$ cat src/rtl/core/skpd_pkg.sv
package skpd_pkg;

  // Default frame geometry.
  localparam int SKPD_KEY_BYTES     = 8;
  localparam int SKPD_PAYLOAD_BYTES = 12;

  // Each payload carries repeated copies of a three-byte message.
  localparam int COPY_LEN  = 3;
  localparam int CHAN_LSB  = 5;
  localparam int CHAN_W    = 2;

  // Configuration port geometry.
  localparam int CFG_DATA_W  = 64;
  localparam int CFG_INDEX_W = 2;
  localparam int SYNC_KEY_W  = 64;
  localparam int WHITE_LO_W  = 64;
  localparam int WHITE_HI_W  = 32;

  // Register indexes.
  localparam logic [CFG_INDEX_W-1:0] CFG_SYNC_KEY  = 2'd0;
  localparam logic [CFG_INDEX_W-1:0] CFG_WHITE_LOW = 2'd1;
  localparam logic [CFG_INDEX_W-1:0] CFG_WHITE_HIGH = 2'd2;

  // Register reset values.
  localparam logic [SYNC_KEY_W-1:0] SYNC_KEY_RESET  = 64'h089e_3033_6b6e_b15b;
  localparam logic [WHITE_LO_W-1:0] WHITE_LO_RESET  = 64'haaaa_0000_00ff_ffff;
  localparam logic [WHITE_HI_W-1:0] WHITE_HI_RESET  = 32'h5555_55aa;

  // One decoded frame as it leaves the frame checker.
  typedef struct packed {
    logic       valid;
    logic [7:0] value_a;
    logic [7:0] value_b;
    logic [7:0] code_value;
  } skpd_result_t;

  // Whitening byte k of the 96-bit key; k is always an elaboration constant.
  function automatic logic [7:0] skpd_whiten_byte(input logic [WHITE_LO_W-1:0] lo,
                                                  input logic [WHITE_HI_W-1:0] hi,
                                                  input int k);
    logic [7:0] res;
    if (k < 8) begin
      res = lo[k*8 +: 8];
    end else begin
      res = hi[((k - 8) & 3)*8 +: 8];
    end
    return res;
  endfunction

endpackage

$ cat src/rtl/core/skpd_if.sv
interface skpd_byte_if;
  logic       valid;
  logic       ready;
  logic [7:0] rx_byte;

  modport source (output valid, output rx_byte, input ready);
  modport sink   (input valid, input rx_byte, output ready);
endinterface

interface skpd_result_if;
  logic       valid;
  logic       ready;
  logic [7:0] value_a;
  logic [7:0] value_b;
  logic [7:0] code_value;
  logic [1:0] channel;

  modport source (output valid, output value_a, output value_b, output code_value,
                  output channel, input ready);
  modport sink   (input valid, input value_a, input value_b, input code_value,
                  input channel, output ready);
endinterface

$ cat src/rtl/core/skpd_sync_search.sv
module skpd_sync_search
  import skpd_pkg::*;
#(
  parameter int KEY_BYTES = SKPD_KEY_BYTES
) (
  input  logic                  clk,
  input  logic                  rst,
  input  logic                  enable,
  input  logic [7:0]            rx_byte,
  input  logic [SYNC_KEY_W-1:0] sync_key,
  output logic                  key_done
);

  localparam int KW = (KEY_BYTES > 1) ? $clog2(KEY_BYTES) : 1;

  logic [KW-1:0] key_position;
  logic [KW-1:0] key_position_next;
  logic          hit;

  assign hit      = (rx_byte == sync_key[key_position*8 +: 8]);
  assign key_done = enable && hit && (key_position == KW'(KEY_BYTES - 1));

  // A mismatch that still equals the first key byte counts as a fresh start.
  always_comb begin
    key_position_next = key_position;
    if (enable) begin
      if (hit) begin
        if (key_position == KW'(KEY_BYTES - 1)) begin
          key_position_next = '0;
        end else begin
          key_position_next = key_position + KW'(1);
        end
      end else if (rx_byte == sync_key[7:0]) begin
        key_position_next = KW'(1);
      end else begin
        key_position_next = '0;
      end
    end
  end

  always_ff @(posedge clk) begin
    if (rst) begin
      key_position <= '0;
    end else begin
      key_position <= key_position_next;
    end
  end

  a_pos_range: assert property (@(posedge clk) disable iff (rst)
    key_position <= KW'(KEY_BYTES - 1))
    else $error("key position beyond the key length");

endmodule

$ cat src/rtl/core/skpd_frame_check.sv
module skpd_frame_check
  import skpd_pkg::*;
#(
  parameter int PAYLOAD_BYTES = SKPD_PAYLOAD_BYTES
) (
  input  logic                  clk,
  input  logic                  rst,
  input  logic                  accept,
  input  logic [7:0]            rx_byte,
  input  logic                  key_done,
  input  logic [WHITE_LO_W-1:0] whiten_low,
  input  logic [WHITE_HI_W-1:0] whiten_high,
  output logic                  collecting,
  output logic                  last_byte,
  output skpd_result_t          result
);

  localparam int PW      = $clog2(PAYLOAD_BYTES);
  localparam int STORE_N = PAYLOAD_BYTES - 1;
  localparam int NCOPY   = PAYLOAD_BYTES / COPY_LEN;

  logic [PW-1:0] payload_position;
  logic [7:0]    payload_store [STORE_N];
  logic [7:0]    d [PAYLOAD_BYTES];
  logic          ok;

  assign last_byte = collecting && (payload_position == PW'(PAYLOAD_BYTES - 1));

  // The earlier bytes sit in the shift line in arrival order; the final
  // byte is taken straight from the input.
  always_comb begin
    for (int k = 0; k < PAYLOAD_BYTES; k++) begin
      if (k < STORE_N) begin
        d[k] = payload_store[k] ^ skpd_whiten_byte(whiten_low, whiten_high, k);
      end else begin
        d[k] = rx_byte ^ skpd_whiten_byte(whiten_low, whiten_high, k);
      end
    end
    ok = 1'b1;
    for (int i = 1; i < NCOPY; i++) begin
      for (int j = 0; j < COPY_LEN; j++) begin
        if (d[j] != d[i*COPY_LEN + j]) begin
          ok = 1'b0;
        end
      end
    end
  end

  assign result.valid      = accept && last_byte && ok;
  assign result.value_a    = d[0];
  assign result.value_b    = d[1];
  assign result.code_value = d[2];

  always_ff @(posedge clk) begin
    if (rst) begin
      collecting       <= 1'b0;
      payload_position <= '0;
    end else if (accept) begin
      if (!collecting) begin
        if (key_done) begin
          collecting       <= 1'b1;
          payload_position <= '0;
        end
      end else if (last_byte) begin
        collecting       <= 1'b0;
        payload_position <= '0;
      end else begin
        payload_position <= payload_position + PW'(1);
      end
    end
  end

  always_ff @(posedge clk) begin
    if (accept && collecting) begin
      for (int i = 0; i < STORE_N - 1; i++) begin
        payload_store[i] <= payload_store[i + 1];
      end
      payload_store[STORE_N - 1] <= rx_byte;
    end
  end

  a_ppos_range: assert property (@(posedge clk) disable iff (rst)
    payload_position <= PW'(PAYLOAD_BYTES - 1))
    else $error("payload position beyond the payload length");

  a_idle_pos: assert property (@(posedge clk) disable iff (rst)
    !collecting |-> payload_position == '0)
    else $error("payload position moved while searching");

endmodule

$ cat src/rtl/core/sync_key_packet_deframer.sv
// Sync-key packet deframer.
//
// Received radio bytes enter as items on the rx channel, one byte per item.
// While searching, the block matches them against the sync key; once the
// whole key has been seen, the next PAYLOAD_BYTES bytes form the payload.
// The payload is de-whitened with the 96-bit whitening key, and the frame is
// good only if every complete three-byte copy equals the first copy. A good
// frame produces one item on the result channel (three bytes plus the hop
// channel taken from bits 6:5 of the third byte); a bad frame produces none.
// The user writes the three key registers through the cfg port while idle; the block does not enforce it.
//
// Throughput is one byte per cycle, but the final payload byte of a frame
// waits while a previous result is still held. Matching, de-whitening and
// the copy compare are combinational logic feeding the result register.
// The result item appears in the cycle after the final payload byte is
// accepted. Reset clears the search state, the result register and the
// keys to their defaults. If the receiver stalls, other bytes keep flowing.
module sync_key_packet_deframer
  import skpd_pkg::*;
#(
  parameter int KEY_BYTES     = SKPD_KEY_BYTES,
  parameter int PAYLOAD_BYTES = SKPD_PAYLOAD_BYTES
) (
  input  logic                   clk,
  input  logic                   rst,
  input  logic                   cfg_we,
  input  logic [CFG_INDEX_W-1:0] cfg_index,
  input  logic [CFG_DATA_W-1:0]  cfg_data,
  skpd_byte_if.sink              rx,
  skpd_result_if.source          result
);

  logic [SYNC_KEY_W-1:0] sync_key;
  logic [WHITE_LO_W-1:0] whiten_low;
  logic [WHITE_HI_W-1:0] whiten_high;

  logic         accept;
  logic         collecting;
  logic         last_byte;
  logic         key_done;
  skpd_result_t frame_res;

  // Configuration registers. Writes to an unused index are dropped.
  always_ff @(posedge clk) begin
    if (rst) begin
      sync_key    <= SYNC_KEY_RESET;
      whiten_low  <= WHITE_LO_RESET;
      whiten_high <= WHITE_HI_RESET;
    end else if (cfg_we) begin
      case (cfg_index)
        CFG_SYNC_KEY:   sync_key    <= cfg_data[SYNC_KEY_W-1:0];
        CFG_WHITE_LOW:  whiten_low  <= cfg_data[WHITE_LO_W-1:0];
        CFG_WHITE_HIGH: whiten_high <= cfg_data[WHITE_HI_W-1:0];
        default: ;
      endcase
    end
  end

  // Only the byte that closes a frame can produce a result, so only that
  // byte has to wait for room in the result register.
  assign rx.ready = !last_byte || !result.valid || result.ready;
  assign accept   = rx.valid && rx.ready;

  skpd_sync_search #(
    .KEY_BYTES (KEY_BYTES)
  ) u_search (
    .clk      (clk),
    .rst      (rst),
    .enable   (accept && !collecting),
    .rx_byte  (rx.rx_byte),
    .sync_key (sync_key),
    .key_done (key_done)
  );

  skpd_frame_check #(
    .PAYLOAD_BYTES (PAYLOAD_BYTES)
  ) u_check (
    .clk         (clk),
    .rst         (rst),
    .accept      (accept),
    .rx_byte     (rx.rx_byte),
    .key_done    (key_done),
    .whiten_low  (whiten_low),
    .whiten_high (whiten_high),
    .collecting  (collecting),
    .last_byte   (last_byte),
    .result      (frame_res)
  );

  // Result register. A new frame result is only produced when the register
  // is empty or being emptied in the same cycle.
  always_ff @(posedge clk) begin
    if (rst) begin
      result.valid <= 1'b0;
    end else if (frame_res.valid) begin
      result.valid <= 1'b1;
    end else if (result.ready) begin
      result.valid <= 1'b0;
    end
  end

  always_ff @(posedge clk) begin
    if (frame_res.valid) begin
      result.value_a    <= frame_res.value_a;
      result.value_b    <= frame_res.value_b;
      result.code_value <= frame_res.code_value;
      result.channel    <= frame_res.code_value[CHAN_LSB +: CHAN_W];
    end
  end

  a_stall_only_full: assert property (@(posedge clk) disable iff (rst)
    !rx.ready |-> (result.valid && !result.ready && last_byte))
    else $error("input stalled without a held result");

  a_result_source: assert property (@(posedge clk) disable iff (rst)
    $rose(result.valid) |-> $past(accept && last_byte))
    else $error("result appeared without a closing payload byte");

  a_channel_field: assert property (@(posedge clk) disable iff (rst)
    result.valid |-> (result.channel == result.code_value[CHAN_LSB +: CHAN_W]))
    else $error("channel does not match the third byte");

endmodule

$ cat src/flat_wrapper.sv
// flat-port wrapper written by rule: the top's interface ports become plain ports
module sync_key_packet_deframer_flat import skpd_pkg::*;
#(
  parameter int KEY_BYTES     = SKPD_KEY_BYTES,
  parameter int PAYLOAD_BYTES = SKPD_PAYLOAD_BYTES
)
  (clk, rst, cfg_we, cfg_index, cfg_data, rx_valid, rx_rx_byte, rx_ready, result_valid, result_value_a, result_value_b, result_code_value, result_channel, result_ready);
  skpd_byte_if rx_i ();
  skpd_result_if result_i ();
  input  logic clk;
  input  logic rst;
  input  logic cfg_we;
  input  logic [CFG_INDEX_W-1:0] cfg_index;
  input  logic [CFG_DATA_W-1:0] cfg_data;
  input wire logic [$bits(rx_i.valid)-1:0] rx_valid;
  input wire logic [$bits(rx_i.rx_byte)-1:0] rx_rx_byte;
  output wire logic [$bits(rx_i.ready)-1:0] rx_ready;
  output wire logic [$bits(result_i.valid)-1:0] result_valid;
  output wire logic [$bits(result_i.value_a)-1:0] result_value_a;
  output wire logic [$bits(result_i.value_b)-1:0] result_value_b;
  output wire logic [$bits(result_i.code_value)-1:0] result_code_value;
  output wire logic [$bits(result_i.channel)-1:0] result_channel;
  input wire logic [$bits(result_i.ready)-1:0] result_ready;
  assign rx_i.valid = rx_valid;
  assign rx_i.rx_byte = rx_rx_byte;
  assign rx_ready = rx_i.ready;
  assign result_valid = result_i.valid;
  assign result_value_a = result_i.value_a;
  assign result_value_b = result_i.value_b;
  assign result_code_value = result_i.code_value;
  assign result_channel = result_i.channel;
  assign result_i.ready = result_ready;
  sync_key_packet_deframer #(.KEY_BYTES(KEY_BYTES), .PAYLOAD_BYTES(PAYLOAD_BYTES)) u_core (.clk(clk), .rst(rst), .cfg_we(cfg_we), .cfg_index(cfg_index), .cfg_data(cfg_data), .rx(rx_i), .result(result_i));
endmodule
$ cat config.mk
export PLATFORM = sky130hd
export DESIGN_NAME = sync_key_packet_deframer_flat
export DESIGN_NICKNAME = d
export VERILOG_FILES = /design/src/rtl/core/skpd_pkg.sv /design/src/rtl/core/skpd_if.sv /design/src/rtl/core/skpd_sync_search.sv /design/src/rtl/core/skpd_frame_check.sv /design/src/rtl/core/sync_key_packet_deframer.sv /design/src/flat_wrapper.sv
export SDC_FILE = /design/constraint.sdc
export NUM_CORES = 1
export LEC_CHECK = 0
export BUFFER_PORTS_ARGS = -buffer_cell sky130_fd_sc_hd__buf_2
export CORE_ASPECT_RATIO = 0.7
export CORE_UTILIZATION = 50
export DETAILED_ROUTE_END_ITERATION = 7
export PLACE_DENSITY = 0.65
export SETUP_SLACK_MARGIN = 0.3
export SKIP_LAST_GASP = 1
export SYNTH_ARGS = -nofsm -noshare
export SYNTH_HDL_FRONTEND = slang
export SYNTH_SLANG_ARGS = --single-unit
export TNS_END_PERCENT = 30
$ cat constraint.sdc
create_clock -name clk -period 7.3 [get_ports clk]
set_input_delay 1.095 -clock clk [delete_from_list [all_inputs] [get_ports clk]]
set_output_delay 1.095 -clock clk [all_outputs]
set_load 0.01 [all_outputs]
==> results of run 1 <==
==> cells in the mapped netlist (all sizes together), types with 11 or more instances <==
master	n
mux4	12
inv	11
mux2i	14
a21oi	94
clkbuf	53
dfxtp	169
nor3	13
nand3b	81
nand2	339
nor2	16
edfxtp	112
xor2	56
xnor2	69
==> power by group through the flow <==
stage | sequential (mW) | combinational (mW) | clock (mW)
global placement | 1.72 | 0.231 | 0
detailed placement | 1.72 | 0.234 | 0
floorplan | 1.71 | 0.147 | 0
global route | 1.69 | 0.258 | 1.57
finish | 1.69 | 0.237 | 1.48
CTS | 1.69 | 0.235 | 1.50
==> state kept, by name, indices dropped and copies added, names as in the netlist <==
| register | count |
|---|---|
| u_core.result.value_a | 8 |
| u_core.result.valid | 1 |
| u_core.u_search.key_position | 3 |
| u_core.result.channel | 1 |
| u_core.result.code_value | 7 |
| u_core.sync_key | 64 |
| u_core.u_check.payload_position | 4 |
| u_core.whiten_low | 64 |
| u_core.u_check.collecting | 1 |
| u_core.result.value_b | 8 |
| u_core.u_check.payload_store | 88 |
| u_core.whiten_high | 32 |
==> metal layers <==
layer  up-vias  global-route usage, %  part of all wire [%]
li1       4097                      -                     -
met1      4125                   37.7                    46
met2       275                   42.6                    45
met3        35                   5.90                   7.8
met4         0                   5.16                   1.7
met5         -                      0                     0
==> cell type report <==
class	count	area, um^2
sequential	281	6750
fill	2028	9410
inverter	11	41.3
clock buffer	38	816
clock inverter	11	125
tap	312	390
timing repair buffer	116	608
antenna	2	5.00
multi-input combinational	793	4770
==> worst reg2reg max path, cell delays in order (launching register included) <==
cell	delay, ns
edfxtp_1	0.42
xor2_1	0.49
a31oi_1	0.21
a2111oi_0	0.86
o2111a_1	0.32
and4_1	0.18
buf_4	0.34
==> per-stage QoR <==
step / hold slack (ns) / utilization [%] / area, um^2 / std cells / power (mW)
after global routing: 0.470 / 58.9 / 13500 / 1562 / 3.52
after detailed placement: 0.444 / 54.8 / 12600 / 1513 / 1.96
after CTS: 0.453 / 58.9 / 13500 / 1562 / 3.43
after global placement: 0.440 / 54.8 / 12600 / 1513 / 1.95
after floorplan: 0.429 / - / 11800 / 1147 / 1.86
final: 0.452 / 58.9 / 13500 / 1564 / 3.40
==> logic make-up (layout without fill, tap and decap cells) <==
family | count (synthesis) | after routing | share of synthesized area [%]
XOR/XNOR | 125 | 125 | 9.28
AO/OA/AOI/OAI | 138 | 138 | 6.78
flip-flops | 281 | 281 | 57.2
multiplexers | 28 | 28 | 3.73
buffers and inverters | 73 | 176 | 2.56
other | 0 | 2 | 0
AND/OR/NAND/NOR | 499 | 499 | 20.1
adder cells (fa/ha/maj) | 3 | 3 | 0.318
==> path summary, 6_finish.rpt <==
check                           slack, ns  cells after the start                  endpoint
worst max register to register       4.12                      6  u_core.result.value_b[2]
worst max-delay path                 4.08                      8  u_core.result.value_b[2]
worst min-delay path                 0.45                      2       u_core.sync_key[35]
worst min register to register       0.45                      2       u_core.sync_key[35]
==> results.md, run 1 <==
* Outcome: finished clean
* Clock Sinks at 281
* HP Class: register to register
* Final setup violation count at 0
* Critical Path RT at 7.49 ns
* Clock buffer count from CTS at 27
* Buf/Inv on CP at 2
* Die area at 0.0242 mm^2
* Std-Cell Core Area at 0.0229 mm^2
* Number of gates resized after CTS at 0
* Peak supply drop at 0.174 mV
* Arr. time, crit path at 3.40 ns
* Power Dens Cells at 252 mW/mm^2
* Setup repair bufs after CTS at 0
* Initial cell density of the core at 51.5%
* Die H at 130 um
* RSZ-0062 raised after global routing: false
* Warnings from Yosys at 0
* Synth area leader: dfxtp_1
* Startpoint Class: input pin
* Syn Nets at 1229
* Seq pwr share at 49.5%
* Die X at 186 um
* Final #Nets at 1312
* Pint at 2.63 mW
* Post-synth ARST share at 0%
* Hold wc startpoint: u_core.sync_key[35]
* Vias per cell at 5.46
* Antenna violations before repair at 0
* Pre-CTS WS at 3.61 ns
* RePlAce Congestion at 0.892
* Worst-Skew Late Latency at 0.53 ns
* Pre-antenna DRT Iters at 5
* Clock slew seen by the registers of the worst setup and hold paths at 0.06 ns
* I/O pins at 107
* CTS Root Cell: clkbuf_16
* Vias in the first global route at 8241
* Clk network pwr share at 43.5%
* Htree depth at 1
* Clock Skews at 0.0133 ns
* Setup TNS at 0 ns
* Crit-path slowest cell: a2111oi_0
* Row cnt at 46
* Max Freq at 0.311 GHz
* Final HPWL DP at 21500 um
* Leakage at 5.07 nW
* Commonest cells after routing, fill and taps aside: nand2_1 (339), dfxtp_1 (169), edfxtp_1 (112)
* Layout overhead on the synthesized area at 14.5%
* Worst Setup SP: rx_rx_byte[4]
* Slew headroom at 28.9%
* Worst Max-Slew Pin Slew at 1.04 ns
* Layout cell share with drive strength beyond 1 at 14.4%
* Most common cell after layout, fill and taps aside: nand2_1
* Iteration-0 DRC Markers at 612
* Switch share at 22.7%
* Longest Clk Path Bufs at 3
* Synth top area share at 28.7%
* Post-Syn Area at 0.0118 mm^2
* Post-route DRC at 0
* Final Cycle Share at 44.1%
* CP delay by family, top: compound AO/OA/AOI/OAI gates
* CTS tree: yes
* Overall routing resource usage at 26.7%
* WS Path Type: input pin to register
* Post-DR wirelength/cell at 20.4 um
* EDFF count, synth at 112
* Post-Syn Instances at 1147
* Crit path max fanout at 25
* Max-slew violation count at 0
* Maxcap violations at 0
* Min Tclk post-route at 3.22 ns
* Via Count at 8532
* Largest net degree at the start of global routing at 103
* Sequential fraction of the synthesis area at 57.2%
* First-pass GRT wire length at 48100 um
* Ys flop type: dfxtp_1
* Synth area leaders: dfxtp_1 (29%), edfxtp_1 (29%), nand2_1 (11%)
* Logic pwr share at 6.9%
* Crit-path max cell delay at 0.90 ns
* CP cell instances: buf_2 > xor2_1 > and3_1 > nor2_1 > a2111oi_0 > o2111a_1 > and4_1 > buf_4
* NetSw at 0.771 mW
* Hold Fails Final Rpt at 0
* Overflow left after global routing at 0
* Final WL at 31900 um
* Critical R2R Launch: u_core.u_check.payload_store[2][7]
* Antenna viol nets, final at 0
* Port Buffers at 106
* Mean Syn Cell Area at 10.3 um^2
* Hold-fix buffers at CTS at 0
* Synth cell types at 58
* Worst setup EP type: register
* Fin worst setup slack at 4.08 ns
* Yosys reg bits at 281
No activity file was read; power rests on OpenSTA's default activity.
==> run 2, diff against run 1 <==
--- a/config.mk
+++ b/config.mk
@@ -5,11 +5,12 @@
 export SDC_FILE = /design/constraint.sdc
 export NUM_CORES = 1
 export LEC_CHECK = 0
+export ABC_AREA = 1
 export BUFFER_PORTS_ARGS = -buffer_cell sky130_fd_sc_hd__buf_2
 export CORE_ASPECT_RATIO = 0.7
 export CORE_UTILIZATION = 50
 export DETAILED_ROUTE_END_ITERATION = 7
-export PLACE_DENSITY = 0.65
+export PLACE_DENSITY = 0.67
 export SETUP_SLACK_MARGIN = 0.3
 export SKIP_LAST_GASP = 1
 export SYNTH_ARGS = -nofsm -noshare
==> constraint.sdc (replaced) <==
create_clock -name clk -period 2.7 [get_ports clk]
set_input_delay 0.405 -clock clk [delete_from_list [all_inputs] [get_ports clk]]
set_output_delay 0.405 -clock clk [all_outputs]
set_load 0.01 [all_outputs]
==> run 2 against run 1 <==
Net effect: global-route usage is 2.1 points higher; wire length is 11% higher; synthesized cell count is 20% higher; final area is 4.8% higher; register-to-register slack worse by 3.7 ns; worst hold slack worse by 0.37 ns; sequential power grew to 2.7 times the previous value; largest power group unchanged.
==> results.md, run 2 <==
* Clock buffer count from CTS at 28 (was 27)
* EDFF count, synth at 112 (unchanged)
* Final std cells w/o fill at 1809 (was 1564)
* Post-route DRC at 0 (unchanged)
* R2R cell count at 10 (was 6)
* Final HPWL DP at 25500 um (was 21500 um)
* Final Cycle Share at 84.9%
* DR WL met2 at 15800 um (was 14300 um)
* Htree depth at 1 (unchanged)
* Sequential fraction of the synthesis area at 55.7% (was 57.2%)
* Critical Path RT at 2.95 ns (was 7.49 ns)
* CP cell instances: xnor2_1 > o21ai_0 > nor2_1 > nand2_1 > nor2_1 > nand2_1 > nor2_1 > nand3_1 > inv_2 > buf_12 (was buf_2 > xor2_1 > and3_1 > nor2_1 > a2111oi_0 > o2111a_1 > and4_1 > buf_4)
* Slew headroom at 48.9% (was 28.9%)
* Peak supply drop at 0.544 mV (was 0.174 mV)
* Post-synth ARST share at 0% (unchanged)
* Initial cell density of the core at 51.1% (was 51.5%)
* Largest net degree at the start of global routing at 89 (was 103)
* Layout cell share with drive strength beyond 1 at 14.8% (was 14.4%)
* Via Count at 9747 (was 8532)
* Dpl cell area at 0.0130 mm^2 (was 0.0126 mm^2)
* Total Power at 9.35 mW (was 3.40 mW)
* Worst Max-Slew Pin Slew at 0.767 ns (was 1.04 ns)
* Die X at 188 um (was 186 um)
* End of the worst register-to-register path: u_core.result.value_b[1] (was u_core.result.value_b[2])
* Die area at 0.0248 mm^2 (was 0.0242 mm^2)
* Synth area leaders: dfxtp_1 (28%), edfxtp_1 (28%), nand2_1 (10%) (was dfxtp_1 (29%), edfxtp_1 (29%), nand2_1 (11%))
* Pre-CTS WS at 0.182 ns (was 3.61 ns)
* Warnings from Yosys at 0 (unchanged)
* Min Tclk post-route at 2.29 ns
* Crit-path max cell delay at 0.41 ns (was 0.90 ns)
* M1 WL at 16200 um (was 14600 um)
* Buf/Inv on CP at 2 (unchanged)
* ANT cells at 0 (was 2)
* Power Dens Cells at 661 mW/mm^2 (was 252 mW/mm^2)
* Die H at 132 um (was 130 um)
* Overflow left after global routing at 0 (unchanged)
* Crit path max fanout at 18 (was 25)
* Met3 wire len at 2590 um (was 2470 um)
* CP delay by family, top: simple AND/OR/NAND/NOR gates (was compound AO/OA/AOI/OAI gates)
* Antenna viol nets, final at 0 (unchanged)
* Max FFs per register at 88 (unchanged)
* Crit path top cell by count: nor2_1
* Max Freq at 0.436 GHz
* Outcome: finished clean (unchanged)
* CTS Root Cell: clkbuf_16 (unchanged)
* Crit-path slowest cell: edfxtp_1 (was a2111oi_0)
* Clock Skews at 0.0106 ns (was 0.0133 ns)
* Post-DR wirelength/cell at 19.6 um (was 20.4 um)
* Layout overhead on the synthesized area at 16.8% (was 14.5%)
* Max Used Layer: met4 (unchanged)
* Synth top area share at 28.0% (was 28.7%)
* WS Path Type: register to register (was input pin to register)
* Mux share of post-synthesis cell area at 0% (was 3.73%)
* Number of cells on the critical path at 10 (was 8)
* Yosys reg bits at 281 (unchanged)
* Hold wc startpoint: cfg_data[52] (was u_core.sync_key[35])
* Final instance area at 0.0141 mm^2 (was 0.0135 mm^2)
* Final core occ at 59.7% (was 58.9%)
* CTS tree: yes (unchanged)
* Final setup violation count at 0 (unchanged)
* Hold Fails Final Rpt at 0 (unchanged)
* Commonest cells after routing, fill and taps aside: nand2_1 (324), dfxtp_1 (167), nor2_1 (154) (was nand2_1 (339), dfxtp_1 (169), edfxtp_1 (112))
* Multi-input gate area at 0.00493 mm^2 (was 0.00477 mm^2)
* I/O pins at 107 (unchanged)
* Max-slew violation count at 0 (unchanged)
* Worst Setup SP: u_core.u_check.payload_store[5][3] (was rx_rx_byte[4])
* Fin worst setup slack at 0.408 ns (was 4.08 ns)
* Ys flop type: dfxtp_1 (unchanged)
* Top Registers: u_core.u_check.payload_store (88), u_core.sync_key (64), u_core.whiten_low (64) (unchanged)
* FF+latch area at 0.00675 mm^2 (about the same)
* Iteration-0 DRC Markers at 993 (was 612)
* Vias per cell at 5.39 (was 5.46)
* Overall routing resource usage at 28.8% (was 26.7%)
* Cell with the most instances after synthesis: nand2_1 (unchanged)
* Longest Clk Path Bufs at 3 (unchanged)
* Leakage at 5.89 nW (was 5.07 nW)
* First-pass GRT wire length at 54300 um (was 48100 um)
* Final #Nets at 1551 (was 1312)
* Clock slew seen by the registers of the worst setup and hold paths at 0.06 ns (about the same)
* Antenna violations before repair at 0 (unchanged)
* Row cnt at 47 (was 46)
* Clock Sinks at 281 (unchanged)
* Startpoint Class: register (was input pin)
* Arr. time, crit path at 2.54 ns (was 3.40 ns)
* Synth Area in Adders at 0.310% (was 0.318%)
* Critical R2R Launch: u_core.u_check.payload_store[5][3] (was u_core.u_check.payload_store[2][7])
* Top cells by count, synth: nand2_1 (327), dfxtp_1 (169), nor2_1 (159) (was nand2_1 (339), dfxtp_1 (169), edfxtp_1 (112))
* HP Class: input pin to register (was register to register)
* Maxcap violations at 0 (unchanged)
* Vias in the first global route at 9172 (was 8241)
* Std-Cell Core Area at 0.0237 mm^2 (was 0.0229 mm^2)
* Largest family of logic cells by synthesized area: simple AND/OR/NAND/NOR gates (unchanged)
* Synth Area in Compound Gates at 8.11% (was 6.78%)
* Post-synthesis simple-gate area fraction at 21.6% (was 20.1%)
* Most common cell after layout, fill and taps aside: nand2_1 (unchanged)
* Synth area leader: dfxtp_1 (unchanged)
* Post-Syn Instances at 1371 (was 1147)
* Largest Register: u_core.u_check.payload_store (unchanged)
* Placed cells at 1755 (was 1513)
* Pre-antenna DRT Iters at 5 (unchanged)
* R2R Setup Slk at 0.41 ns (was 4.12 ns)
* RePlAce Congestion at 0.959 (was 0.892)
* CP Capture Point: u_core.result.value_b[1] (was u_core.result.value_b[2])
* Worst-Skew Late Latency at 0.55 ns (was 0.53 ns)
* RSZ-0062 raised after global routing: false (unchanged)
* Worst setup EP type: register (unchanged)
* Fillcell total at 2152 (was 2028)
* Mean Syn Cell Area at 8.83 um^2 (was 10.3 um^2)
* Final WL at 35400 um (was 31900 um)
* XOR/XNOR share of the synthesized area at 8.83% (was 9.28%)
* Post-Syn Area at 0.0121 mm^2 (was 0.0118 mm^2)
* Synth cell types at 34 (was 58)
* Port Buffers at 106 (unchanged)
* Syn Nets at 1453 (was 1229)
## run 2: cell types whose count changed after synthesis, sizes merged, moves of 64 or more
cell / delta
inv: +80
nand3b: -75
nand3: +113
o21ai: +106
a21oi: -64
nor2: +145
## run 2: worst reg2reg max path: stages, from the launching register on
cell and delay [ns]:
edfxtp_1 0.41, xnor2_1 0.39, o21ai_0 0.19, nor2_1 0.17, nand2_1 0.07, nor2_1 0.18
nand2_1 0.08, nor2_1 0.11, nand3_1 0.13, inv_2 0.10, buf_12 0.16
## run 2: power breakdown
group	internal [mW]	total [mW]	switching (mW)	leakage, nW
registers	4.51	4.59	0.0848	2.39
clock network	2.31	3.96	1.65	0.460
logic	0.282	0.796	0.514	3.04
## run 2: how the worst min path moves through the flow
stage | cells after the start | endpoint | slack (ns)
floorplan | 2 | u_core.sync_key[10] | 0.43
global placement | 2 | u_core.sync_key[16] | 0.44
detailed placement | 2 | u_core.sync_key[10] | 0.44
CTS | 3 | u_core.sync_key[52] | 0.07
global route | 3 | u_core.sync_key[36] | 0.09
finish | 3 | u_core.sync_key[52] | 0.08
## run 2: cells by family after synthesis
kind of cell             after synthesis
flip-flops                           281
AO/OA/AOI/OAI                        180
XOR/XNOR                             122
buffers and inverters                154
AND/OR/NAND/NOR                      631
adder cells (fa/ha/maj)                3
## run 2: layout make-up
| type | count | share of cell area [%] |
|---|---|---|
| clock buffers | 43 | 6.16 |
| multi-input cells | 936 | 34.9 |
| flip-flops and latches | 281 | 47.7 |
| clock inverters | 9 | 0.522 |
| inverters | 91 | 2.49 |
| repair buffers | 131 | 5.43 |
| well taps | 318 | 2.81 |
## run 2: through the flow
step,hold slack (ns),setup TNS [ns]
after floorplan,0.429,-0.519
after global placement,0.436,0
after detailed placement,0.444,0
after CTS,0.0707,0
after global routing,0.0937,0
final,0.0813,0
## run 2: timing repair
action | in CTS | in global routing
buffers inserted | 0 | 2
pin swaps | 0 | 3
hold buffers | 0 | 0
gates resized for setup | 4 | 19
setup endpoints to repair | 24 | 25
## run 2: routing by layer
layer,vias to the layer above,GRT usage (%)
li1,4675,-
met1,4629,42.5
met2,388,45.0
met3,55,3.86
met4,0,6.50
met5,-,0
